===== config.mk =====
export PLATFORM = sky130hd
export DESIGN_NAME = event_scalar_pt_sum_top
export DESIGN_NICKNAME = d
export VERILOG_FILES = /design/src/hw/rtl/espt_pkg.sv /design/src/hw/rtl/event_scalar_pt_sum_top.sv /design/src/hw/rtl/espt_front.sv /design/src/hw/rtl/espt_queue.sv /design/src/hw/rtl/espt_back.sv
export SDC_FILE = /design/constraint.sdc
export NUM_CORES = 2
export LEC_CHECK = 0
export ABC_AREA = 1
export ABC_CLOCK_PERIOD_IN_PS = 8500
export BUFFER_PORTS_ARGS = -buffer_cell sky130_fd_sc_hd__clkbuf_2
export CAP_MARGIN = 20
export CORE_MARGIN = 1
export CORE_UTILIZATION = 55
export DETAILED_ROUTE_END_ITERATION = 7
export GPL_TIMING_DRIVEN = 0
export PLACE_DENSITY = 0.72
export SKIP_CTS_REPAIR_TIMING = 1
export SYNTH_ARGS = -nofsm -noshare
export SYNTH_HDL_FRONTEND = slang
export SYNTH_SLANG_ARGS = --single-unit

===== constraint.sdc =====
create_clock -name clk -period 8.5 [get_ports clk]
set_input_delay 0.425 -clock clk [delete_from_list [all_inputs] [get_ports clk]]
set_output_delay 0.425 -clock clk [all_outputs]
set_load 0.005 [all_outputs]

===== src/hw/rtl/espt_pkg.sv =====
`timescale 1ns / 1ps
// ----------------------------------------------------------------------------
// espt_pkg
// Shared widths, constants and the queued request type for the event scalar
// transverse-momentum sum block.
// ----------------------------------------------------------------------------
package espt_pkg;

    localparam int MOMENTUM_BITS = 24;
    localparam int ENERGY_BITS   = MOMENTUM_BITS - 1;
    localparam int CODE_BITS     = 25;
    localparam int SUM_BITS      = 32;

    localparam int MAG_BITS      = MOMENTUM_BITS;
    localparam int RAD_BITS      = 2 * MAG_BITS;
    localparam int ROOT_BITS     = MAG_BITS;
    localparam int ROOT_CNT_BITS = $clog2(ROOT_BITS);
    localparam int ADD_BITS      = ((SUM_BITS > ROOT_BITS) ? SUM_BITS : ROOT_BITS) + 1;

    localparam int QUEUE_DEPTH    = 2;
    localparam int QUEUE_PTR_BITS = (QUEUE_DEPTH > 1) ? $clog2(QUEUE_DEPTH) : 1;
    localparam int QUEUE_CNT_BITS = $clog2(QUEUE_DEPTH + 1);

    localparam logic [CODE_BITS-1:0] HIGGS_CODE = CODE_BITS'(25);
    localparam logic [SUM_BITS-1:0]  SUM_MAX    = {SUM_BITS{1'b1}};

    // Classified request: two magnitudes and how to combine their squares.
    typedef struct packed {
        logic [MAG_BITS-1:0] op_a;
        logic [MAG_BITS-1:0] op_b;
        logic                is_diff;
        logic                has_particle;
        logic                last;
    } espt_item_t;

endpackage


===== src/hw/rtl/event_scalar_pt_sum_top.sv =====
`timescale 1ns / 1ps
// ----------------------------------------------------------------------------
// event_scalar_pt_sum_top
// Event scalar transverse-momentum sum (HT) with saturation flag.
// ----------------------------------------------------------------------------
// One request per particle; the request marked last returns the event sum
// floor(sqrt(px^2+py^2)) summed over the event (or, with ht_mode set, the
// transverse mass floor(sqrt(E^2-pz^2)) for code 25, clamped at zero), as
// an unsigned integer, saturating at all ones. A request with a particle
// passes through the back end in order: dequeue, square, form the radicand,
// bit-serial square root and accumulate; a request without a particle goes
// from dequeue straight to accumulate. A two-entry queue and an input stage
// let the front keep taking requests while the back is busy, and a result
// register lets the back continue with the next event's requests while a
// result waits to be taken.
module event_scalar_pt_sum_top
    import espt_pkg::*;
(
    input  logic                            clk,
    input  logic                            rst_n,
    input  logic                            cfg_wr_en,
    input  logic                            cfg_wr_data,
    input  logic                            in_valid,
    output logic                            in_stall,
    input  logic signed [MOMENTUM_BITS-1:0] mom_x,
    input  logic signed [MOMENTUM_BITS-1:0] mom_y,
    input  logic signed [MOMENTUM_BITS-1:0] mom_z,
    input  logic        [ENERGY_BITS-1:0]   energy,
    input  logic signed [CODE_BITS-1:0]     particle_code,
    input  logic                            has_particle,
    input  logic                            last,
    output logic                            out_valid,
    input  logic                            out_stall,
    output logic        [SUM_BITS-1:0]      ht_sum,
    output logic                            sum_saturated
);

    logic       ht_mode_reg;
    logic       push;
    espt_item_t push_item;
    logic       queue_full;
    logic       pop;
    espt_item_t pop_item;
    logic       queue_empty;

    always_ff @(posedge clk or negedge rst_n)
    begin
        if (!rst_n)
            ht_mode_reg <= 1'b0;
        else if (cfg_wr_en)
            ht_mode_reg <= cfg_wr_data;
    end

    espt_front u_front
    (
        .clk           (clk),
        .rst_n         (rst_n),
        .ht_mode       (ht_mode_reg),
        .in_valid      (in_valid),
        .in_stall      (in_stall),
        .mom_x         (mom_x),
        .mom_y         (mom_y),
        .mom_z         (mom_z),
        .energy        (energy),
        .particle_code (particle_code),
        .has_particle  (has_particle),
        .last          (last),
        .push          (push),
        .push_item     (push_item),
        .queue_full    (queue_full)
    );

    espt_queue u_queue
    (
        .clk       (clk),
        .rst_n     (rst_n),
        .push      (push),
        .push_item (push_item),
        .full      (queue_full),
        .pop       (pop),
        .pop_item  (pop_item),
        .empty     (queue_empty)
    );

    espt_back u_back
    (
        .clk           (clk),
        .rst_n         (rst_n),
        .pop_item      (pop_item),
        .queue_empty   (queue_empty),
        .pop           (pop),
        .out_valid     (out_valid),
        .out_stall     (out_stall),
        .ht_sum        (ht_sum),
        .sum_saturated (sum_saturated)
    );

endmodule


===== src/hw/rtl/espt_front.sv =====
`timescale 1ns / 1ps
// ----------------------------------------------------------------------------
// espt_front
// Accepts requests, takes component magnitudes and picks the operand pair
// (pt or Higgs transverse mass), then hands the result to the queue.
// ----------------------------------------------------------------------------
module espt_front
    import espt_pkg::*;
(
    input  logic                            clk,
    input  logic                            rst_n,
    input  logic                            ht_mode,
    input  logic                            in_valid,
    output logic                            in_stall,
    input  logic signed [MOMENTUM_BITS-1:0] mom_x,
    input  logic signed [MOMENTUM_BITS-1:0] mom_y,
    input  logic signed [MOMENTUM_BITS-1:0] mom_z,
    input  logic        [ENERGY_BITS-1:0]   energy,
    input  logic signed [CODE_BITS-1:0]     particle_code,
    input  logic                            has_particle,
    input  logic                            last,
    output logic                            push,
    output espt_item_t                      push_item,
    input  logic                            queue_full
);

    logic       valid_reg;
    logic       valid_next;
    espt_item_t item_reg;
    espt_item_t item_next;
    logic       accept;
    logic       is_higgs;

    function automatic logic [MAG_BITS-1:0] magnitude(input logic [MOMENTUM_BITS-1:0] v);
        logic [MAG_BITS-1:0] r;
        if (v[MOMENTUM_BITS-1])
            r = MAG_BITS'(~v + 1'b1);
        else
            r = MAG_BITS'(v);
        return r;
    endfunction

    assign push     = valid_reg && !queue_full;
    assign in_stall = valid_reg && queue_full;
    assign accept   = in_valid && !in_stall;
    assign is_higgs = ht_mode && (particle_code == HIGGS_CODE);

    always_comb
    begin
        item_next = item_reg;
        valid_next = valid_reg && !push;
        if (accept)
        begin
            valid_next             = 1'b1;
            item_next.is_diff      = is_higgs;
            item_next.has_particle = has_particle;
            item_next.last         = last;
            if (is_higgs)
            begin
                item_next.op_a = MAG_BITS'(energy);
                item_next.op_b = magnitude(mom_z);
            end
            else
            begin
                item_next.op_a = magnitude(mom_x);
                item_next.op_b = magnitude(mom_y);
            end
        end
    end

    always_ff @(posedge clk or negedge rst_n)
    begin
        if (!rst_n)
        begin
            valid_reg <= 1'b0;
            item_reg  <= '0;
        end
        else
        begin
            valid_reg <= valid_next;
            item_reg  <= item_next;
        end
    end

    assign push_item = item_reg;

endmodule


===== src/hw/rtl/espt_queue.sv =====
`timescale 1ns / 1ps
// ----------------------------------------------------------------------------
// espt_queue
// Short FIFO of classified requests between the front and the back.
// ----------------------------------------------------------------------------
module espt_queue
    import espt_pkg::*;
(
    input  logic       clk,
    input  logic       rst_n,
    input  logic       push,
    input  espt_item_t push_item,
    output logic       full,
    input  logic       pop,
    output espt_item_t pop_item,
    output logic       empty
);

    espt_item_t                slot_reg [QUEUE_DEPTH];
    logic [QUEUE_PTR_BITS-1:0] wr_ptr_reg;
    logic [QUEUE_PTR_BITS-1:0] wr_ptr_next;
    logic [QUEUE_PTR_BITS-1:0] rd_ptr_reg;
    logic [QUEUE_PTR_BITS-1:0] rd_ptr_next;
    logic [QUEUE_CNT_BITS-1:0] count_reg;
    logic [QUEUE_CNT_BITS-1:0] count_next;

    function automatic logic [QUEUE_PTR_BITS-1:0] bump(input logic [QUEUE_PTR_BITS-1:0] p);
        logic [QUEUE_PTR_BITS-1:0] r;
        if (p == QUEUE_PTR_BITS'(QUEUE_DEPTH - 1))
            r = '0;
        else
            r = p + 1'b1;
        return r;
    endfunction

    assign full     = (count_reg == QUEUE_CNT_BITS'(QUEUE_DEPTH));
    assign empty    = (count_reg == '0);
    assign pop_item = slot_reg[rd_ptr_reg];

    always_comb
    begin
        wr_ptr_next = (push && !full) ? bump(wr_ptr_reg) : wr_ptr_reg;
        rd_ptr_next = (pop && !empty) ? bump(rd_ptr_reg) : rd_ptr_reg;
        count_next  = count_reg;
        if ((push && !full) && !(pop && !empty))
            count_next = count_reg + 1'b1;
        else if (!(push && !full) && (pop && !empty))
            count_next = count_reg - 1'b1;
    end

    always_ff @(posedge clk)
    begin
        if (push && !full)
            slot_reg[wr_ptr_reg] <= push_item;
    end

    always_ff @(posedge clk or negedge rst_n)
    begin
        if (!rst_n)
        begin
            wr_ptr_reg <= '0;
            rd_ptr_reg <= '0;
            count_reg  <= '0;
        end
        else
        begin
            wr_ptr_reg <= wr_ptr_next;
            rd_ptr_reg <= rd_ptr_next;
            count_reg  <= count_next;
        end
    end

endmodule


===== src/hw/rtl/espt_back.sv =====
`timescale 1ns / 1ps
// ----------------------------------------------------------------------------
// espt_back
// Squares the operands, forms the radicand, runs a one-bit-per-cycle integer
// square root, accumulates with saturation and emits the sum on event close.
// ----------------------------------------------------------------------------
module espt_back
    import espt_pkg::*;
(
    input  logic                clk,
    input  logic                rst_n,
    input  espt_item_t          pop_item,
    input  logic                queue_empty,
    output logic                pop,
    output logic                out_valid,
    input  logic                out_stall,
    output logic [SUM_BITS-1:0] ht_sum,
    output logic                sum_saturated
);

    typedef enum logic [2:0] {
        S_IDLE,
        S_SQUARE,
        S_RADICAND,
        S_ROOT,
        S_ACCUM
    } state_t;

    state_t                     state_reg;
    state_t                     state_next;
    espt_item_t                 item_reg;
    espt_item_t                 item_next;
    logic [RAD_BITS-1:0]        a_sq_reg;
    logic [RAD_BITS-1:0]        a_sq_next;
    logic [RAD_BITS-1:0]        b_sq_reg;
    logic [RAD_BITS-1:0]        b_sq_next;
    logic [RAD_BITS-1:0]        rad_reg;
    logic [RAD_BITS-1:0]        rad_next;
    logic [ROOT_BITS-1:0]       rem_reg;
    logic [ROOT_BITS-1:0]       rem_next;
    logic [ROOT_BITS-1:0]       root_reg;
    logic [ROOT_BITS-1:0]       root_next;
    logic [ROOT_CNT_BITS-1:0]   cnt_reg;
    logic [ROOT_CNT_BITS-1:0]   cnt_next;
    logic [SUM_BITS-1:0]        sum_reg;
    logic [SUM_BITS-1:0]        sum_next;
    logic                       sat_reg;
    logic                       sat_next;
    logic                       out_valid_reg;
    logic                       out_valid_next;
    logic [SUM_BITS-1:0]        ht_sum_reg;
    logic [SUM_BITS-1:0]        ht_sum_next;
    logic                       out_sat_reg;
    logic                       out_sat_next;

    logic [ROOT_BITS+1:0]       rem_shift;
    logic [ROOT_BITS+1:0]       trial;
    logic [ROOT_BITS+1:0]       rem_diff;
    logic [ROOT_BITS-1:0]       term;
    logic [ADD_BITS-1:0]        add_sum;
    logic [SUM_BITS-1:0]        acc_sum;
    logic                       acc_sat;
    logic                       out_full;

    assign rem_shift = {rem_reg, rad_reg[RAD_BITS-1 -: 2]};
    assign trial     = {root_reg, 2'b01};
    assign rem_diff  = rem_shift - trial;

    assign term    = item_reg.has_particle ? root_reg : '0;
    assign add_sum = ADD_BITS'(sum_reg) + ADD_BITS'(term);
    assign acc_sat = (add_sum >= ADD_BITS'(SUM_MAX));
    assign acc_sum = acc_sat ? SUM_MAX : add_sum[SUM_BITS-1:0];

    assign out_full = out_valid_reg && out_stall;
    assign pop      = (state_reg == S_IDLE) && !queue_empty;

    always_comb
    begin
        state_next     = state_reg;
        item_next      = item_reg;
        a_sq_next      = a_sq_reg;
        b_sq_next      = b_sq_reg;
        rad_next       = rad_reg;
        rem_next       = rem_reg;
        root_next      = root_reg;
        cnt_next       = cnt_reg;
        sum_next       = sum_reg;
        sat_next       = sat_reg;
        out_valid_next = out_full;
        ht_sum_next    = ht_sum_reg;
        out_sat_next   = out_sat_reg;

        case (state_reg)
            S_IDLE:
            begin
                if (!queue_empty)
                begin
                    item_next  = pop_item;
                    root_next  = '0;
                    state_next = pop_item.has_particle ? S_SQUARE : S_ACCUM;
                end
            end
            S_SQUARE:
            begin
                a_sq_next  = item_reg.op_a * item_reg.op_a;
                b_sq_next  = item_reg.op_b * item_reg.op_b;
                state_next = S_RADICAND;
            end
            S_RADICAND:
            begin
                if (!item_reg.is_diff)
                    rad_next = a_sq_reg + b_sq_reg;
                else if (a_sq_reg > b_sq_reg)
                    rad_next = a_sq_reg - b_sq_reg;
                else
                    rad_next = '0;
                rem_next   = '0;
                root_next  = '0;
                cnt_next   = ROOT_CNT_BITS'(ROOT_BITS - 1);
                state_next = S_ROOT;
            end
            S_ROOT:
            begin
                rad_next = rad_reg << 2;
                if (rem_shift >= trial)
                begin
                    rem_next  = rem_diff[ROOT_BITS-1:0];
                    root_next = {root_reg[ROOT_BITS-2:0], 1'b1};
                end
                else
                begin
                    rem_next  = rem_shift[ROOT_BITS-1:0];
                    root_next = {root_reg[ROOT_BITS-2:0], 1'b0};
                end
                cnt_next = cnt_reg - 1'b1;
                if (cnt_reg == '0)
                    state_next = S_ACCUM;
            end
            S_ACCUM:
            begin
                if (!item_reg.last)
                begin
                    sum_next   = acc_sum;
                    sat_next   = sat_reg | acc_sat;
                    state_next = S_IDLE;
                end
                else if (!out_full)
                begin
                    out_valid_next = 1'b1;
                    ht_sum_next    = acc_sum;
                    out_sat_next   = sat_reg | acc_sat;
                    sum_next       = '0;
                    sat_next       = 1'b0;
                    state_next     = S_IDLE;
                end
            end
            default:
            begin
                state_next = S_IDLE;
            end
        endcase
    end

    always_ff @(posedge clk or negedge rst_n)
    begin
        if (!rst_n)
        begin
            state_reg     <= S_IDLE;
            item_reg      <= '0;
            a_sq_reg      <= '0;
            b_sq_reg      <= '0;
            rad_reg       <= '0;
            rem_reg       <= '0;
            root_reg      <= '0;
            cnt_reg       <= '0;
            sum_reg       <= '0;
            sat_reg       <= 1'b0;
            out_valid_reg <= 1'b0;
            ht_sum_reg    <= '0;
            out_sat_reg   <= 1'b0;
        end
        else
        begin
            state_reg     <= state_next;
            item_reg      <= item_next;
            a_sq_reg      <= a_sq_next;
            b_sq_reg      <= b_sq_next;
            rad_reg       <= rad_next;
            rem_reg       <= rem_next;
            root_reg      <= root_next;
            cnt_reg       <= cnt_next;
            sum_reg       <= sum_next;
            sat_reg       <= sat_next;
            out_valid_reg <= out_valid_next;
            ht_sum_reg    <= ht_sum_next;
            out_sat_reg   <= out_sat_next;
        end
    end

    assign out_valid     = out_valid_reg;
    assign ht_sum        = ht_sum_reg;
    assign sum_saturated = out_sat_reg;

endmodule


==> impl_results.md <==
- Critical path buffer and inverter count: 9
- Root buf cell: clkbuf_16
- Cell mode on critical path: inv_1
- Router iterations before antenna repair: 8
- Initial antenna violation count: 3
- Area of the multi-input gates: between 0.04 and 0.05 mm2
- Share of cells above drive strength 1: 0.0450
- Syn-to-layout area delta: 7.07%
- Synth area leader: fa_1
- Vias per inst: 5.45
- Vias in the first global route: 58,000
- Max FO, Critical Path: 10
- RSZ-0062 raised after global routing: no
- Synth Register Bits: roughly 480
- Ys async rst share: 0.785
- FP Rows: ~130
- Synth top area share: 0.260
- Seq/Total Area, Yosys: 0.190
- Yosys warns: 0
- Final hold viol count: 1
- Slack of the worst reg-to-reg path: 300 ps
- Register area: between 0.01 and 0.015 mm2
- Drt drc: 0
- Synth unique cells: 57
- Slew @ Worst Pin: 1080 ps
- Starting density of the core: 0.558
- Ys flop type: dfrtp_1
- Setup Skew: 46.0 ps
- Largest family of logic cells by synthesized area: adder cells
- CTS Sinks: 475
- Finish-stage setup viols: 0
- Final min period: 8200 ps
- Largest net degree at the start of global routing: ~110
- # fillers: approximately 11,000
- Outcome: finished, violations left
- Synth area leaders: fa_1 26%, dfrtp_1 14%, inv_1 12%
- Post-Synth Adder-Cell Area: 0.356
- Layout Nets: 10,400
- Slowest cell on the critical path: clkdlybuf4s15_1
- CP startpoint kind: register
- Failing checks: hold timing
- Compound-Gate Fraction of Synth Area: 0.0925
- Post-synth EDFFs: just over 100
- Fin Hold WS: -4.47 ps
- Slew Viols, Final: 0
- CP peak stage delay: about 860 ps
- Clock latency on the worst-skew pair: just under 700 ps
- Syn avg cell area: 7.53 um2
- Hold/Removal Path Class: input port to register
- DRT iter0 DRCs: 4,806
- Total CTS buffers: 52
- Wire per inst: 19.9 um
- CP delay by family, top: adder cells
- Post-route clock period utilization: 0.964
- Deepest clock path buffer count: 3
- Wirelength, routed: 208,000 um
- DP HPWL: 173,000 um
- Mapped Nets: 10,100
- Critical R2R Capture: u_back.b_sq_reg[35]
- Data arrival, critical path: 8710 ps
- Setup_tns: 0 ps
- Total grt overflow: 0
- # H-tree levels: 2
- Most frequent cells in the layout: 2,140 x inv_1, 2,043 x nand2_1, 846 x fa_1
- Via Count: ~57,000
- WHS Endpoint: u_front.push_item[0]
- ANT nets after route: 0
- Placer Congestion: about 1.0
- Syn Std Cell Area: 0.0652 mm2
- CP endpoint kind: register
- CP required: 9020 ps
- Mux cell area share after synthesis: 0.000307
- Max_cap viols: 0
- Post-Synth XOR/XNOR Area: 0.0208
- Placed Cells incl. Taps: about 10,000
- # port buffers: about 160
- Clock transition at path regs: 60 ps
- Final core occ: 0.597
- Die area: 0.120 mm2
- Worst r2r path cells: 30
- GRT Overall Usage: 0.349
- Gate Count Post-Synth: between 8,000 and 9,000
- Worst slew margin relative to its limit: 0.279
- RR Startpoint: u_back.item_reg[17]
- Setup CP Type: register to register
- WHS Path Cells: 3
- Final Instance Count excl. Fillers: around 10,000
- Die height: 346 um
- Max reg flops: 102
- Fmax: 122 MHz
- Ports: 163
- TritonCTS clock tree: yes
- Die Width: around 350 um
- Core area: approximately 0.12 mm2
- First-pass GRT wire length: between 300,000 and 400,000 um
- Worst Hold Launch: last
- Post-Synth Simple-Gate Area: 0.199
- Commonest non-fill, non-tap cell in the layout: inv_1
## cell usage after synthesis, types with 11 or more instances
cell type and number:
ha_1 502, nand3_2 33, dfrtp_1 373, nand2_2 11, or2_2 32, xnor2_1 55
a21boi_0 12, nand3_1 290, inv_1 2140, edfxtp_1 102, xor2_1 100, o21bai_1 31
fa_1 846, nor4_1 24, o22ai_1 30, o21a_1 18, and3_1 14, o21ai_1 19
a21oi_1 376, clkbuf_1 212, o21ai_0 464, nor2_1 567, a21o_1 23, o211ai_1 43
a31oi_1 62, nand2_1 2043, buf_2 37, nor3_1 62, nand4_1 55
## kinds of logic (layout without fill, tap and decap cells)
logic type,count (synthesis),in the layout
compound gates,1101,1101
xor+xnor,155,155
simple gates,3162,3162
mux,2,2
fa+ha+maj,1348,1348
buf+inv,2415,2678
other cells,0,1
flops,475,475
## worst reg2reg max path, delay by kind of cell (launching register included)
kind            cells  cell delay [ps]
fa+ha+maj           8             4040
compound gates      4              650
simple gates        9             1310
buf+inv             9             1300
flops               1              750
## area by class of cell
| cell class | instances | share of cell area |
|---|---|---|
| sequential | 475 | 0.178 |
| inverter | 2150 | 0.116 |
| multi-input combinational | 5768 | 0.625 |
| timing repair buffer | 171 | 0.0142 |
| clock inverter | 24 | 0.00323 |
| clock buffer | 68 | 0.0210 |
| tap | 1524 | 0.0273 |
| buffer | 265 | 0.0160 |
| antenna | 1 | 0.0000359 |
## worst max-delay path by stage
stage                              startpoint  cells after the start             endpoint
after floorplan           u_back.item_reg[27]                     33  u_back.a_sq_reg[43]
after global placement                  rst_n                      1  u_back.a_sq_reg[41]
after detailed placement   u_back.item_reg[3]                     27  u_back.b_sq_reg[35]
after CTS                  u_back.item_reg[3]                     27  u_back.b_sq_reg[35]
after global routing      u_back.item_reg[17]                     30  u_back.b_sq_reg[35]
final                     u_back.item_reg[17]                     30  u_back.b_sq_reg[35]
## layer usage
metal	global-route usage	wire length, um	vias to the layer above
li1	-	-	26600
met1	0.442	82900	27300
met2	0.581	96400	2453
met3	0.0561	16700	540
met4	0.170	11700	0
met5	0	0	-
## stage by stage
step	cell area (um2)	worst slack (ps)
floorplan	65200	2160
global placement	67900	-1610
detailed placement	68100	460
CTS	69700	449
global route	69800	13.3
finish	69800	303
Power is not shown: default switching activity piles up to over one toggle a cycle in this logic, so the estimate is an artifact.
